<file path="src/rtl/sfpp_pkg.sv">
// Shared types and constants for the sample FIFO PWM player.
// No dependencies; imported by sfpp_ring, sample_fifo_pwm_player_core and tb.
package sfpp_pkg;

  localparam int unsigned LEVEL_W = 8;
  localparam int unsigned FILL_W  = 4;
  localparam int unsigned APB_DW  = 32;
  localparam int unsigned APB_AW  = 3;

  localparam logic [FILL_W-1:0]  FILL_MAX     = 4'hF;
  localparam logic [LEVEL_W-1:0] TICK_DIV_RST = 8'd1;
  localparam logic [LEVEL_W-1:0] IDLE_LVL_RST = 8'd128;
  localparam logic [LEVEL_W-1:0] HELD_LVL_RST = 8'd0;

  // Item kind carried on s_axis_tuser
  localparam logic ACT_PUSH = 1'b0;
  localparam logic ACT_TICK = 1'b1;

  // Register select, paddr[2]
  localparam logic REG_TICK_DIV = 1'b0;
  localparam logic REG_IDLE_LVL = 1'b1;

  typedef enum logic [1:0] {
    ST_IDLE = 2'b01,
    ST_POP  = 2'b10
  } state_e;

  typedef struct packed {
    logic              empty;
    logic              full;
    logic [FILL_W-1:0] fill;   // occupancy after this cycle's update, saturated
  } ring_stat_t;

endpackage

</file>
<file path="src/rtl/sfpp_ring.sv">
// Sample ring: synchronous sample memory with write/read indices and count.
// Depends on sfpp_pkg.
module sfpp_ring #(
  parameter int unsigned DEPTH = 16
) (
  input  logic                         clk_i,
  input  logic                         rst_ni,
  input  logic                         push_i,
  input  logic [sfpp_pkg::LEVEL_W-1:0] push_data_i,
  input  logic                         pop_i,
  output logic [sfpp_pkg::LEVEL_W-1:0] rd_data_o,
  output sfpp_pkg::ring_stat_t         stat_o
);
  import sfpp_pkg::*;

  localparam int unsigned IW = $clog2(DEPTH);

  logic [LEVEL_W-1:0] mem_q [DEPTH];
  logic [LEVEL_W-1:0] rd_data_q;
  logic [IW-1:0]      wr_idx_q, wr_idx_d;
  logic [IW-1:0]      rd_idx_q, rd_idx_d;
  logic [IW-1:0]      cnt_q, cnt_d;

  function automatic logic [IW-1:0] ring_next(input logic [IW-1:0] idx);
    logic [IW-1:0] n;
    n = (idx == IW'(DEPTH - 1)) ? '0 : idx + 1'b1;
    return n;
  endfunction

  always_comb begin
    wr_idx_d = push_i ? ring_next(wr_idx_q) : wr_idx_q;
    rd_idx_d = pop_i  ? ring_next(rd_idx_q) : rd_idx_q;
    cnt_d    = cnt_q;
    if (push_i && !pop_i) begin
      cnt_d = cnt_q + 1'b1;
    end else if (pop_i && !push_i) begin
      cnt_d = cnt_q - 1'b1;
    end
  end

  always_comb begin
    stat_o.empty = (cnt_q == '0);
    stat_o.full  = (cnt_q == IW'(DEPTH - 1));
    if (32'(cnt_d) > 32'(FILL_MAX)) begin
      stat_o.fill = FILL_MAX;
    end else begin
      stat_o.fill = FILL_W'(cnt_d);
    end
  end

  always_ff @(posedge clk_i or negedge rst_ni) begin
    if (!rst_ni) begin
      wr_idx_q <= '0;
      rd_idx_q <= '0;
      cnt_q    <= '0;
    end else begin
      wr_idx_q <= wr_idx_d;
      rd_idx_q <= rd_idx_d;
      cnt_q    <= cnt_d;
    end
  end

  always_ff @(posedge clk_i) begin
    if (push_i) begin
      mem_q[wr_idx_q] <= push_data_i;
    end
  end

  always_ff @(posedge clk_i) begin
    if (pop_i) begin
      rd_data_q <= mem_q[rd_idx_q];
    end
  end

  assign rd_data_o = rd_data_q;

endmodule

</file>
<file path="src/rtl/sample_fifo_pwm_player_core.sv">
// Sample FIFO PWM player top level: stream in/out, APB registers, tick divider.
// Depends on sfpp_pkg and sfpp_ring.
//
// Input items arrive on s_axis: tuser selects push (0) or timer tick (1),
// tdata carries the 8-bit sample for a push. Every item yields exactly one
// result item on m_axis: tdata[7:0] held level, tdata[11:8] ring fill,
// tuser[0] push refused, tuser[1] level changed.
// Pushes and ticks that do not pop have their result registered and presented
// the cycle after acceptance. A tick that pops a sample first reads it into
// the sample memory's read register (state ST_POP), then registers the result.
// s_axis_tready is low while a pop read is in flight and while a result
// waits that the receiver does not take in this cycle; a stalled receiver
// holds the result and back-pressures the input.
// Reset clears the ring (empty), sets the countdown and tick_divide to 1,
// idle_level to 128 and the held level to 0; no memory clearing is needed.
// APB: tick_divide at 0x0, idle_level at 0x4; pready is always high.
module sample_fifo_pwm_player_core #(
  parameter int unsigned RING_DEPTH = 16
) (
  input  logic        clk_i,
  input  logic        rst_ni,
  input  logic        s_axis_tvalid,
  output logic        s_axis_tready,
  input  logic [7:0]  s_axis_tdata,   // [7:0] sample
  input  logic [0:0]  s_axis_tuser,   // [0] action
  output logic        m_axis_tvalid,
  input  logic        m_axis_tready,
  output logic [15:0] m_axis_tdata,   // [7:0] level, [11:8] fill, [15:12] zero
  output logic [1:0]  m_axis_tuser,   // [0] push_refused, [1] level_changed
  input  logic        psel,
  input  logic        penable,
  input  logic        pwrite,
  input  logic [2:0]  paddr,
  input  logic [31:0] pwdata,
  output logic [31:0] prdata,
  output logic        pready
);
  import sfpp_pkg::*;

  state_e             st_q, st_d;
  logic [LEVEL_W-1:0] tick_div_q, idle_lvl_q;
  logic [LEVEL_W-1:0] cnt_q, cnt_d;
  logic [LEVEL_W-1:0] held_q, held_d;
  logic               m_valid_q, m_valid_d;
  logic [15:0]        m_data_q, m_data_d;
  logic [1:0]         m_user_q, m_user_d;

  logic               accept, is_tick, push_ok, push_ref, pop_req, cfg_wr;
  logic [LEVEL_W-1:0] rd_data;
  ring_stat_t         stat;

  assign pready = 1'b1;
  assign cfg_wr = psel & penable & pwrite & pready;

  always_ff @(posedge clk_i or negedge rst_ni) begin
    if (!rst_ni) begin
      tick_div_q <= TICK_DIV_RST;
      idle_lvl_q <= IDLE_LVL_RST;
    end else if (cfg_wr) begin
      unique case (paddr[2])
        REG_TICK_DIV: tick_div_q <= pwdata[LEVEL_W-1:0];
        REG_IDLE_LVL: idle_lvl_q <= pwdata[LEVEL_W-1:0];
        default: ;
      endcase
    end
  end

  always_comb begin
    prdata = '0;
    unique case (paddr[2])
      REG_TICK_DIV: prdata = APB_DW'(tick_div_q);
      REG_IDLE_LVL: prdata = APB_DW'(idle_lvl_q);
      default:      prdata = '0;
    endcase
  end

  assign s_axis_tready = (st_q == ST_IDLE) && (!m_valid_q || m_axis_tready);
  assign accept        = s_axis_tvalid && s_axis_tready;
  assign is_tick       = (s_axis_tuser[0] == ACT_TICK);
  assign push_ok       = accept && !is_tick && !stat.full;
  assign push_ref      = accept && !is_tick && stat.full;
  assign pop_req       = accept && is_tick && (cnt_q == '0) && !stat.empty;

  sfpp_ring #(
    .DEPTH(RING_DEPTH)
  ) u_ring (
    .clk_i      (clk_i),
    .rst_ni     (rst_ni),
    .push_i     (push_ok),
    .push_data_i(s_axis_tdata),
    .pop_i      (pop_req),
    .rd_data_o  (rd_data),
    .stat_o     (stat)
  );

  always_comb begin
    st_d      = st_q;
    cnt_d     = cnt_q;
    held_d    = held_q;
    m_valid_d = m_valid_q && !m_axis_tready;
    m_data_d  = m_data_q;
    m_user_d  = m_user_q;
    unique case (st_q)
      ST_IDLE: begin
        if (accept) begin
          if (is_tick) begin
            if (cnt_q == '0) begin
              cnt_d = tick_div_q;
              if (stat.empty) begin
                held_d = idle_lvl_q;
              end
            end else begin
              cnt_d = cnt_q - 1'b1;
            end
          end
          if (pop_req) begin
            st_d = ST_POP;
          end else begin
            m_valid_d = 1'b1;
            m_data_d  = {4'b0, stat.fill, held_d};
            m_user_d  = {is_tick && (cnt_q == '0), push_ref};
          end
        end
      end
      ST_POP: begin
        held_d    = rd_data;
        st_d      = ST_IDLE;
        m_valid_d = 1'b1;
        m_data_d  = {4'b0, stat.fill, rd_data};
        m_user_d  = 2'b10;
      end
      default: st_d = ST_IDLE;
    endcase
  end

  always_ff @(posedge clk_i or negedge rst_ni) begin
    if (!rst_ni) begin
      st_q      <= ST_IDLE;
      cnt_q     <= TICK_DIV_RST;
      held_q    <= HELD_LVL_RST;
      m_valid_q <= 1'b0;
    end else begin
      st_q      <= st_d;
      cnt_q     <= cnt_d;
      held_q    <= held_d;
      m_valid_q <= m_valid_d;
    end
  end

  always_ff @(posedge clk_i) begin
    m_data_q <= m_data_d;
    m_user_q <= m_user_d;
  end

  assign m_axis_tvalid = m_valid_q;
  assign m_axis_tdata  = m_data_q;
  assign m_axis_tuser  = m_user_q;

  a_pop_out_free: assert property (@(posedge clk_i) disable iff (!rst_ni)
    (st_q == ST_POP) |-> !m_valid_q)
    else $error("result register busy during pop read");

  a_pop_result: assert property (@(posedge clk_i) disable iff (!rst_ni)
    (st_q == ST_POP) |=> (m_valid_q && m_user_q[1] && !m_user_q[0]))
    else $error("pop did not produce a level-changed result");

  a_ring_stat: assert property (@(posedge clk_i) disable iff (!rst_ni)
    !(stat.full && stat.empty))
    else $error("ring both full and empty");

  a_pop_nonempty: assert property (@(posedge clk_i) disable iff (!rst_ni)
    pop_req |-> (!stat.empty && !push_ok))
    else $error("pop from empty ring or with concurrent push");

endmodule

</file>
<file path="config.mk">
export PLATFORM = sky130hd
export DESIGN_NAME = sample_fifo_pwm_player_core
export DESIGN_NICKNAME = d
export VERILOG_FILES = /design/src/rtl/sfpp_pkg.sv /design/src/rtl/sfpp_ring.sv /design/src/rtl/sample_fifo_pwm_player_core.sv
export SDC_FILE = /design/constraint.sdc
export NUM_CORES = 1
export LEC_CHECK = 0
export ABC_CLOCK_PERIOD_IN_PS = 3400
export CAP_MARGIN = 0
export CORE_UTILIZATION = 40
export CTS_CLUSTER_DIAMETER = 100
export DETAILED_ROUTE_END_ITERATION = 10
export DONT_BUFFER_PORTS = 1
export HOLD_SLACK_MARGIN = 0.02
export PLACE_DENSITY = 0.55
export SLEW_MARGIN = 20
export SYNTH_ARGS = -nofsm -noshare
export SYNTH_HDL_FRONTEND = slang
export SYNTH_SLANG_ARGS = --single-unit
</file>
<file path="constraint.sdc">
create_clock -name clk_i -period 3.4 [get_ports clk_i]
set_clock_uncertainty 0.1 [all_clocks]
set_input_delay 0.51 -clock clk_i [delete_from_list [all_inputs] [get_ports clk_i]]
set_output_delay 0.51 -clock clk_i [all_outputs]
set_load 0.005 [all_outputs]
</file>
==> After elaboration in Yosys (flattened, before gate mapping) <==
Memory sizes are Yosys's and may differ from the RTL's. A register that Yosys moved wholly into a read port is not among the register bits.
Cells that the tools add are included.
{ "totals": {"register_bits": 65, "latch_bits": 0, "mem_bits_ro": 0, "out_inout_bits": 53, "memories": 1, "elab_cells": 82, "ram_bits": 128} }
{ "op_classes": {"magnitude_cmp": 0, "n_mul": 0, "div": 0, "n_eq_ne": 8, "mux": 25, "add_sub_neg": 5, "shift": 0, "n_reduce_logical": 29, "bitwise_logic": 3} }
{ "mem_list": {"columns": ["name", "words", "word_bits", "read_ports", "rd_ports_with_merged_regs", "write_ports", "line", "source"], "rows": [
  ["u_ring.mem_q", 16, 8, 1, 1, 1, "sfpp_ring.sv:18", "logic [LEVEL_W-1:0] mem_q [DEPTH];"]
]} }
{ "op_table": {"columns": ["operator", "n"], "rows": [
  ["32-bit case mux with 2 select lines", 1],
  ["8-bit two-way mux", 5],
  ["16-bit two-way mux", 2],
  ["16-bit case mux with 2 select lines", 1],
  ["4-bit two-way mux", 4],
  ["8-bit case mux with 2 select lines", 1],
  ["4-bit by 1-bit adder with 4-bit output, second input constant", 3],
  ["4-bit == test, second input constant", 3],
  ["1-bit logical AND", 12],
  ["2-bit two-way mux", 5],
  ["8-bit logical NOT", 1],
  ["2-bit AND reduction", 4],
  ["8-bit by 1-bit subtractor with 8-bit output, second input constant", 1],
  ["1-bit logical NOT", 7],
  ["3-bit AND reduction", 2],
  ["4-bit logical NOT", 1],
  ["1-bit two-way mux", 4],
  ["2-bit inequality test, second input constant", 2],
  ["2-bit case mux with 2 select lines", 1],
  ["4-bit by 1-bit subtractor with 4-bit output, second input constant", 1],
  ["1-bit AND", 2],
  ["2-bit by 1-bit == test with 1-bit output, second input constant", 1],
  ["2-bit == test, second input constant", 1],
  ["2-bit by 1-bit inequality test with 1-bit output, second input constant", 1],
  ["4 further kinds", 4]
]} }

==> Depth between registers and ports, before layout <==
Gate-level depths: netlist of run 1.
{ "logic_depth": {"depth_word": 13, "ltp_mapped": 7, "depth_no_buf": 6} }

==> By module <==
Synthesis of run 1 repeated with hierarchy kept, for this count alone.
{ "unflattened": {"cells_unflattened": 522, "hier_area_um2": 8513.2} }
{ "modules_own_cells": {"columns": ["mod", "n_inst", "cells_each", "area_each_um2", "seq_area_each_um2"], "rows": [
  ["sfpp_ring", 1, 302, 5919.4, 4384.2],
  ["sample_fifo_pwm_player_core", 1, 220, 2593.7, 1301.2]
]} }

==> Worst setup path after synthesis of run 1 <==
No wires, ideal clock.
{ "synth_path": {"kind": "in2reg", "start": "in s_axis_tuser", "end": "mem u_ring.mem_q[3][0], enable pin", "setup_ns": 0.395, "stages": 5, "required_ns": 2.905, "arrival_ns": 2.089, "slack_ns": 0.817, "path_cell_list": "clkbuf_1 > nor2b_1 > nand4_1 > clkbuf_1 > nor4_1"} }
{ "synth_via": {"elab_chain_len": 5} }
{ "synth_lines": {"columns": ["element", "line", "source"], "rows": [
  ["start, declared", "sample_fifo_pwm_player_core.sv:25", "input logic [0:0] s_axis_tuser,"],
  ["1-bit logical NOT", "sample_fifo_pwm_player_core.sv:80", "assign push_ok = accept && !is_tick && !stat.full;"],
  ["1-bit logical AND (2 in a row)", "sample_fifo_pwm_player_core.sv:80", null],
  ["1-bit two-way mux", "sfpp_ring.sv:64", "if (push_i) begin"],
  ["1-bit two-way mux (not written as such)", "sfpp_ring.sv:65", "mem_q[wr_idx_q] <= push_data_i;"],
  ["end, declared", "sfpp_ring.sv:18", null]
]} }
No other way between the ends.

==> Worst setup path in the final report of run 1 <==
{ "layout_path": {"start": "reg st_q[0]", "end": "mem u_ring.mem_q[6][6], enable pin"} }
{ "layout_via": {"elab_chain_len": 7} }
{ "layout_lines": {"columns": ["element", "line", "source"], "rows": [
  ["start, declared", "sample_fifo_pwm_player_core.sv:40", "state_e st_q, st_d;"],
  ["start signal, assigned", "sample_fifo_pwm_player_core.sv:143", "st_q <= st_d;"],
  ["2-bit by 1-bit == test with 1-bit output", "sample_fifo_pwm_player_core.sv:77", "assign s_axis_tready = (st_q == ST_IDLE) && (!m_valid_q || m_axis_tready);"],
  ["1-bit logical AND", "sample_fifo_pwm_player_core.sv:77", null],
  ["1-bit logical AND", "sample_fifo_pwm_player_core.sv:78", "assign accept = s_axis_tvalid && s_axis_tready;"],
  ["1-bit logical AND (2 in a row)", "sample_fifo_pwm_player_core.sv:80", null],
  ["1-bit two-way mux", "sfpp_ring.sv:64", null],
  ["1-bit two-way mux (not written as such)", "sfpp_ring.sv:65", null]
]} }
No other way between the ends.

==> reports/qor.txt, run 1 <==
Outcome: completed
# nets final: 590
Final hold slack: 66.3 ps
Initial core utilization: 41.3%
Number of enable-type register cells in the synthesized netlist: 150
Class of the tightest hold or removal check: primary input to register
Final antenna-violating net count: 0
P per Cell Area: 703 nW/um2
Violation count after the first detailed-route iteration: 254
Worst Max-Slew Pin Slew: 761 ps
Clock slew seen by the registers of the worst setup and hold paths: 80 ps
TritonCTS clock tree: yes
Leakage: 0.00332 uW
Setup crit start kind: register
Avg WL per Cell: 20.3 um
Post-route setup TNS: 0 ps
Number of levels in the clock H-tree: 4
First-pass GRT wire length: 25,600 um
HPWL after DPL: 10,800 um
IR drop worst, VDD: 0.360 mV
Async set-or-reset flop fraction in the synthesized netlist: 23.9%
Routability Congestion: 0.824
Number of antenna violations at the first check in global routing: 0
Total placed instance area: 8710 um2
Total design power: 6560 uW
Total of cells resized after clock tree synthesis: 0
Width of the die: 148 um
Endpoints failing setup: 0
Maximum number of pins on one net before global-route repair: 48
Yosys synthesis warning count: 0
Number of filler instances in the final layout: 1,798
Commonest cells after routing, fill and taps aside: sky130_fd_sc_hd__edfxtp_1, sky130_fd_sc_hd__dfrtp_1, sky130_fd_sc_hd__mux4_2, sky130_fd_sc_hd__conb_1, sky130_fd_sc_hd__mux2_2
CTS Root Buffer Type: sky130_fd_sc_hd__clkbuf_16
Overall die height: 148 um
Count of max-cap constraint violations: 0
Avg Cell Area, Syn: 16.3 um2
Highest routing layer actually used: met4
First drt pass iteration count: 6
Count of final hold-check violations: 0
Crit path time final: 2460 ps
Synth Flop Type: sky130_fd_sc_hd__edfxtp_1
Most common cell after layout, fill and taps aside: sky130_fd_sc_hd__edfxtp_1
Area taken by flip-flops and latches: 5690 um2
Fin area: 9340 um2
Maximum fanout along the worst path: 14
Worst slew slack as a fraction of its limit: 49.1%
Number of vias after detailed routing: 4,348
Number of cells produced by synthesis: 523
Total Die Area: 21,800 um2
Area of the multi-input gates: 2550 um2
Worst Path Required: 3390 ps
Share of the yosys chip area belonging to registers: 66.9%
Io pins: 104
Met3 routed wirelength: 815 um
Remaining global-route overflow: 0
Critical path data arrival time: 2450 ps
Number of unique standard cell types used by synthesis: 56
Synthesis-to-layout area growth: 9.86%
Final Routed Wirelength: 16,400 um
Number of clock buffers inserted by TritonCTS: 17
Core area: 20,600 um2
Max-slew violation count: 0
# DRC: 0
Post-Synthesis Cell Area: 8500 um2
PortBufs: 0
Vias per cell: 5.37
Final worst path period share: 72.3%
Ant. Diodes: 0
Achievable clock frequency: 0.407 GHz
Worst-skew pair later-pin latency: 430 ps
Number of flip-flops and latches in the synthesized netlist: 197
TritonCTS Sinks: 197
Via count of the first global-routing pass: 4,479
Wire length on met1: 7260 um
Startpoint-to-endpoint class of the critical path: register to register
Unrepaired setup endpoints after global routing: false
Routed wl met2: 8210 um
Critical Path Sink Type: register
Number of rows in the core area: 52
CTS max path bufs: 2
Fraction of final layout cells with drive strength greater than 1: 21.7%
GR Util All Layers: 16.0%
-- timing repair --
action,4_1_cts,5_1_grt
hold buffers,2,0
buffers inserted,0,0
hold endpoints to repair,47,0
-- power by group --
part	internal [uW]	switching (uW)
sequential	2940	292
combinational	622	707
clock	1050	952
-- synth_stat cells (7+ instances only) --
cell type,n,area [um2]
sky130_fd_sc_hd__a21o_1,10,75.1
sky130_fd_sc_hd__a21oi_1,9,45.0
sky130_fd_sc_hd__a22o_1,16,140
sky130_fd_sc_hd__a22oi_1,18,135
sky130_fd_sc_hd__and2_1,16,100
sky130_fd_sc_hd__buf_2,7,35.0
sky130_fd_sc_hd__buf_4,29,218
sky130_fd_sc_hd__clkbuf_1,18,67.6
sky130_fd_sc_hd__dfrtp_1,43,1080
sky130_fd_sc_hd__edfxtp_1,150,4500
sky130_fd_sc_hd__ha_1,11,138
sky130_fd_sc_hd__inv_1,13,48.8
sky130_fd_sc_hd__mux2_2,27,304
sky130_fd_sc_hd__mux4_2,32,721
sky130_fd_sc_hd__nand2_1,22,82.6
sky130_fd_sc_hd__nand3_1,8,40.0
sky130_fd_sc_hd__nand4_1,7,43.8
sky130_fd_sc_hd__nor2_1,7,26.3
sky130_fd_sc_hd__o21ai_0,12,60.1
-- worst paths after layout --
check | slack [ps] | depth (start not counted) | start | end
setup / recovery | 940 | 6 | st_q[0] | u_ring.mem_q[6][6]
hold / removal | 70 | 0 | s_axis_tdata[2] | u_ring.mem_q[8][2]
setup reg to reg | 940 | 6 | st_q[0] | u_ring.mem_q[6][6]
hold reg to reg | 400 | 1 | held_q[4] | held_q[4]
max in group asynchronous | 2410 | 2 | rst_ni | tick_div_q[0]
min in group asynchronous | 490 | 2 | rst_ni | u_ring.cnt_q[3]
-- cell type report --
class | count | share of cell area, %
multi-input cells | 285 | 27.3
clock inverters | 13 | 1.70
inverters | 13 | 0.523
clock buffers | 18 | 4.60
repair buffers | 14 | 1.37
well taps | 270 | 3.62
flip-flops and latches | 197 | 60.9
-- state kept, by name, summed over array words and instances (netlist names) --
| name | cells |
|---|---|
| u_ring.rd_idx_q | 4 |
| u_ring.rd_data_o | 8 |
| u_ring.wr_idx_q | 4 |
| u_ring.cnt_q | 4 |
| held_q | 8 |
| m_axis_tdata | 12 |
| tick_div_q | 8 |
| m_axis_tuser | 2 |
| m_axis_tvalid | 1 |
| u_ring.mem_q | 128 |
| cnt_q | 8 |
| idle_lvl_q | 8 |
| st_q | 2 |
-- per-layer routing --
| layer | track usage [%] | vias up |
|---|---|---|
| li1 | - | 1992 |
| met1 | 21.2 | 2222 |
| met2 | 26.2 | 124 |
| met3 | 4.29 | 10 |
| met4 | 3.81 | 0 |
| met5 | 0 | - |
-- through the flow --
stage	utilization, %	worst slack, ps	cells
3_3_place_gp	42.4	928	777
6_report	45.4	942	810
3_5_place_dp	42.4	903	777
2_1_floorplan	-	817	550
4_1_cts	45.4	899	810
5_1_grt	45.4	735	810
-- cells by family after synthesis --
| group | Yosys count | share of synthesized area (%) |
|---|---|---|
| flip-flops | 197 | 66.9 |
| XOR/XNOR | 4 | 0.412 |
| buffers and inverters | 68 | 4.39 |
| AND/OR/NAND/NOR | 91 | 6.45 |
| other | 2 | 0.0883 |
| AO/OA/AOI/OAI | 91 | 8.11 |
| adder cells (fa/ha/maj) | 11 | 1.62 |
| multiplexers | 59 | 12.1 |
-- worst max-delay path: stages (launching register included) --
cell	delay, ps
sky130_fd_sc_hd__dfstp_2	530
sky130_fd_sc_hd__ha_1	160
sky130_fd_sc_hd__nor2b_1	170
sky130_fd_sc_hd__nand4_1	110
sky130_fd_sc_hd__buf_4	220
sky130_fd_sc_hd__nor3b_1	360
sky130_fd_sc_hd__and2_1	450
No activity file was read; power rests on OpenSTA's default activity.
==> inputs of run 2 (changes only) <==
--- a/config.mk
+++ b/config.mk
@@ -5,7 +5,7 @@
 export SDC_FILE = /design/constraint.sdc
 export NUM_CORES = 1
 export LEC_CHECK = 0
-export ABC_CLOCK_PERIOD_IN_PS = 3400
+export ABC_CLOCK_PERIOD_IN_PS = 2400
 export CAP_MARGIN = 0
 export CORE_UTILIZATION = 40
 export CTS_CLUSTER_DIAMETER = 100
==> constraint.sdc (replaced) <==
create_clock -name clk_i -period 2.4 [get_ports clk_i]
set_clock_uncertainty 0.1 [all_clocks]
set_input_delay 0.36 -clock clk_i [delete_from_list [all_inputs] [get_ports clk_i]]
set_output_delay 0.36 -clock clk_i [all_outputs]
set_load 0.005 [all_outputs]
==> run 2 against run 1 <==
  * Power up 45%
  * Combinational power up 71%
  * Maximum frequency up 5.9%
  * Die area unchanged
  * Global-route usage up 1.1 points
  * Cell count up 5.7%
  * Largest power group unchanged
==> reports/qor.txt, run 2 (same netlist as run 1, synthesis figures left out) <==
Outcome: completed
Most common cell after layout, fill and taps aside: sky130_fd_sc_hd__edfxtp_1
Worst-case reg-to-reg path depth: 7
CTS Root Buffer Type: sky130_fd_sc_hd__clkbuf_16
Final hold slack: 67.6 ps
Final standard cell count with taps included and fillers excluded: 856
Worst Path Required: 2450 ps
Fraction of final layout cells with drive strength greater than 1: 25.4%
Register containing the most flip-flops in the final layout: u_ring.mem_q
Critical Path Sink Type: register
HPWL after DPL: 11,300 um
Crit path time final: 2320 ps
Total design power: 9550 uW
Overall die height: 148 um
Leakage: 0.00359 uW
Number of antenna violations at the first check in global routing: 0
Buffers inserted during post-CTS setup optimization: 0
GR Util All Layers: 17.0%
Ant. Diodes: 0
Total placed instance area: 9140 um2
Maximum fanout along the worst path: 8
Avg WL per Cell: 20.3 um
Critical path data arrival time: 2370 ps
Vias per cell: 5.48
Number of rows in the core area: 52
TritonCTS Sinks: 197
Setup crit start kind: register
Commonest cells after routing, fill and taps aside: sky130_fd_sc_hd__edfxtp_1, sky130_fd_sc_hd__dfrtp_1, sky130_fd_sc_hd__mux4_2, sky130_fd_sc_hd__conb_1, sky130_fd_sc_hd__mux2_2
Final worst path period share: 96.7%
PortBufs: 0
Final antenna-violating net count: 0
Delay of the slowest cell on the worst path: 530 ps
First-pass GRT wire length: 27,400 um
First drt pass iteration count: 6
# nets final: 635
Startpoint-to-endpoint class of the critical path: register to register
Number of vias after detailed routing: 4,690
Number of clock buffers inserted by TritonCTS: 17
Total Die Area: 21,800 um2
Final Routed Wirelength: 17,400 um
Count of final hold-check violations: 0
Routability Congestion: 0.784
P per Cell Area: 960 nW/um2
Worst-skew pair later-pin latency: 430 ps
Endpoints failing setup: 0
Class of the tightest hold or removal check: primary input to register
CTS max path bufs: 2
Layout Utilization: 48.4%
Worst slew slack as a fraction of its limit: 47.9%
Clock slew seen by the registers of the worst setup and hold paths: 70 ps
Worst-path cell chain: ha_1 -> nor2b_1 -> nand4_1 -> nor3b_2 -> buf_4 -> and2_1 -> buf_12
Io pins: 104
Unrepaired setup endpoints after global routing: false
# DRC: 0
Count of max-cap constraint violations: 0
Fin area: 9950 um2
Placed instance count: 805
Maximum number of pins on one net before global-route repair: 48
Number of levels in the clock H-tree: 4
TritonCTS clock tree: yes
Achievable clock frequency: 0.431 GHz
Initial core utilization: 41.3%
Core area: 20,600 um2
IR drop worst, VDD: 0.525 mV
Worst hold path depth: 3
Width of the die: 148 um
Remaining global-route overflow: 0
Flip-flop count of the largest register after layout: 128
Violation count after the first detailed-route iteration: 347
Worst Max-Slew Pin Slew: 779 ps
Cell with the largest stage delay on the worst path: sky130_fd_sc_hd__dfstp_2
Max-slew violation count: 0
Synthesis-to-layout area growth: 17.0%
Via count of the first global-routing pass: 4,870
[run 2: metrics by stage]
step / setup slack (ps) / setup TNS [ps]
after detailed placement: -3.54 / -44.9
final: 79.4 / 0
after global routing: 9.86 / 0
after CTS: 52.6 / 0
after global placement: 15.6 / 0
after floorplan: 24.7 / 0
[run 2: power by group]
group          switching [uW]  internal, uW
Sequential                340          4160
Clock                    1380          1390
Combinational            1210          1070
[run 2: worst paths after layout]
check	endpoint	startpoint	slack, ps
max reg2reg	u_ring.mem_q[10][4]	st_q[0]	80
max in group asynchronous	tick_div_q[0]	rst_ni	1570
min	u_ring.cnt_q[3]	s_axis_tvalid	70
min reg2reg	held_q[5]	held_q[5]	410
max	u_ring.mem_q[10][4]	st_q[0]	80
min in group asynchronous	u_ring.cnt_q[2]	rst_ni	320
[run 2: routing by layer]
layer / vias to the layer above / track usage [%] / part of all wire (%)
li1: 2094 / - / -
met3: 12 / 3.61 / 3.6
met1: 2459 / 22.1 / 44
met2: 125 / 28.6 / 51
met4: 0 / 5.52 / 1.1
met5: - / 0 / 0
[run 2: critical path, delay by kind of cell (launching register included)]
family	cells	cell delay, ps
buf+inv	2	310
flops	1	530
fa+ha+maj	1	150
simple gates	4	960
[run 2: layout make-up]
class                      count  area [um2]
fill                        1746       10600
sequential                   197        5690
multi-input combinational    285        2570
timing repair buffer          59         721
clock buffer                  17         425
tap                          270         338
clock inverter                15         160
inverter                      13        48.8
[run 2: repair_timing]
item,CTS,global route
hold buffers,19,0
endpoints found under the setup margin,32,25
pin swaps,0,1
gates resized for setup,1,1
hold endpoints to repair,192,0
==> inputs of run 3 (changes only) <==
--- a/config.mk
+++ b/config.mk
@@ -5,7 +5,7 @@
 export SDC_FILE = /design/constraint.sdc
 export NUM_CORES = 1
 export LEC_CHECK = 0
-export ABC_CLOCK_PERIOD_IN_PS = 2400
+export ABC_CLOCK_PERIOD_IN_PS = 2960
 export CAP_MARGIN = 0
 export CORE_UTILIZATION = 40
 export CTS_CLUSTER_DIAMETER = 100
==> constraint.sdc (replaced) <==
create_clock -name clk_i -period 2.96 [get_ports clk_i]
set_clock_uncertainty 0.1 [all_clocks]
set_input_delay 0.444 -clock clk_i [delete_from_list [all_inputs] [get_ports clk_i]]
set_output_delay 0.444 -clock clk_i [all_outputs]
set_load 0.005 [all_outputs]
==> run 3 against run 2 <==
  * Sequential cell count unchanged
  * Largest power group unchanged
  * First-iteration DRC count shrank 13%
  * Critical endpoint is now u_ring.mem_q[4][4]
  * Non-clock buffer count down 35
  * Maximum frequency is 6.0% lower
  * Design area decreased by 5.2%
  * Global-route usage shrank 0.82 points
  * Sequential power decreased by 17%
==> reports/qor.txt, run 3 (same netlist as run 1, synthesis figures left out) <==
Number of vias after detailed routing: 4,397
IR drop worst, VDD: 0.388 mV
Endpoints failing setup: 0
Final Routed Wirelength: 16,700 um
Violation count after the first detailed-route iteration: 302
HPWL after DPL: 10,900 um
Register containing the most flip-flops in the final layout: u_ring.mem_q
Commonest cells after routing, fill and taps aside: sky130_fd_sc_hd__edfxtp_1, sky130_fd_sc_hd__dfrtp_1, sky130_fd_sc_hd__mux4_2, sky130_fd_sc_hd__conb_1, sky130_fd_sc_hd__mux2_2
Worst slew slack as a fraction of its limit: 51.0%
Flip-flop count of the largest register after layout: 128
Leakage: 0.00335 uW
Max-slew violation count: 0
End point of the most critical hold path: tick_div_q[4]
Number of rows in the core area: 52
Capturing point of the worst reg2reg path: u_ring.mem_q[4][4]
Io pins: 104
Class of the tightest hold or removal check: primary input to register
Crit path time final: 2470 ps
Setup crit start kind: register
Fraction of final layout cells with drive strength greater than 1: 21.8%
Vias per cell: 5.36
Worst-path cell chain: ha_1 -> nor2b_1 -> nand4_1 -> buf_4 -> nor3b_1 -> and2_1
First drt pass iteration count: 4
Count of max-cap constraint violations: 0
CTS max path bufs: 2
Ant. Diodes: 0
Final antenna-violating net count: 0
Avg WL per Cell: 20.3 um
Outcome: completed
Total design power: 7490 uW
# DRC: 0
# nets final: 600
Worst Max-Slew Pin Slew: 733 ps
Most common cell after layout, fill and taps aside: sky130_fd_sc_hd__edfxtp_1
P per Cell Area: 795 nW/um2
Post-route setup TNS: 0 ps
Via count of the first global-routing pass: 4,388
Worst-case reg-to-reg path depth: 6
Worst Path Required: 2940 ps
Maximum number of pins on one net before global-route repair: 48
Core area: 20,600 um2
Worst hold path depth: 1
Startpoint-to-endpoint class of the critical path: register to register
GR Util All Layers: 16.2%
Critical Path Sink Type: register
Worst-skew pair later-pin latency: 440 ps
TritonCTS clock tree: yes
Routability Congestion: 0.763
Number of clock buffers inserted by TritonCTS: 17
Buffer and inverter count on the worst path: 1
Number of levels in the clock H-tree: 4
Final worst path period share: 83.4%
Cell with the largest stage delay on the worst path: sky130_fd_sc_hd__dfstp_2
Clock slew seen by the registers of the worst setup and hold paths: 80 ps
TritonCTS Sinks: 197
Number of antenna violations at the first check in global routing: 0
Count of final hold-check violations: 0
Overall die height: 148 um
Synthesis-to-layout area growth: 10.9%
Maximum fanout along the worst path: 14
Cell family contributing the most delay on the critical path: simple AND/OR/NAND/NOR gates
Critical path data arrival time: 2450 ps
First-pass GRT wire length: 25,700 um
Total Die Area: 21,800 um2
Initial core utilization: 41.3%
Unrepaired setup endpoints after global routing: false
Remaining global-route overflow: 0
Final standard cell count with taps included and fillers excluded: 820
Internal reg-to-reg setup slack: 490 ps
Delay of the slowest cell on the worst path: 540 ps
PortBufs: 0
Width of the die: 148 um
Placed instance count: 779
RR Startpoint: st_q[0]
Achievable clock frequency: 0.405 GHz
CTS Root Buffer Type: sky130_fd_sc_hd__clkbuf_16
Hold Path Origin: pwdata[4]
## run 3: changes by cell type in the layout (fill, tap and decap cells not counted), moves of 2 or more
cell and delta:
sky130_fd_sc_hd__dlygate4sd3_1 -9, sky130_fd_sc_hd__clkinv_4 -2, sky130_fd_sc_hd__buf_4 -10, sky130_fd_sc_hd__buf_12 -16, sky130_fd_sc_hd__clkinv_8 -2, sky130_fd_sc_hd__clkinvlp_4 +3
## run 3: final cells by class
cell class                 instances  area (um2)
timing repair buffer              24         235
inverter                          13        48.8
tap                              270         338
clock buffer                      17         425
multi-input combinational        285        2550
fill                            1826       11100
clock inverter                    14         140
sequential                       197        5690
## run 3: worst max-delay path by stage
| stage | startpoint | end | slack, ps | cells after the start |
|---|---|---|---|---|
| floorplan | st_q[0] | u_ring.mem_q[3][0] | 400 | 5 |
| global placement | st_q[0] | u_ring.mem_q[7][3] | 500 | 6 |
| detailed placement | st_q[0] | u_ring.mem_q[6][6] | 440 | 6 |
| CTS | st_q[0] | u_ring.mem_q[6][5] | 440 | 6 |
| global route | st_q[0] | u_ring.mem_q[9][6] | 260 | 6 |
| finish | st_q[0] | u_ring.mem_q[4][4] | 490 | 6 |
## run 3: per-stage QoR
step / hold slack (ps) / utilization [%] / setup WS, ps / area, um2
global route: 38.9 / 45.8 / 265 / 9420
finish: 49.9 / 45.8 / 492 / 9420
detailed placement: 49.9 / 42.5 / 442 / 8740
floorplan: 48.4 / - / 403 / 8600
global placement: 49.9 / 42.5 / 503 / 8740
CTS: 39.6 / 45.8 / 439 / 9420
## run 3: repair_timing
action / 4_1_cts / 5_1_grt
setup buffers: 0 / 0
endpoints found under the hold margin: 175 / 0
hold buffers: 10 / 0
gates resized for setup: 0 / 0
## run 3: where the power goes
group / internal (uW) / switching, uW
sequential: 3370 / 348
clock: 1110 / 1090
combinational: 734 / 836
## run 3: worst reg2reg max path, delay by kind of cell, from the launching register on
kind	cells	cell delay, ps
buf+inv	1	200
fa+ha+maj	1	160
flops	1	540
simple gates	4	1140
## run 3: per-layer routing
layer	global-route usage (%)	share of wire, %	up-vias
met5	0	0	-
met4	5.41	1.2	0
met3	3.36	3.8	8
met2	26.5	50	114
met1	21.6	45	2256
li1	-	-	2019
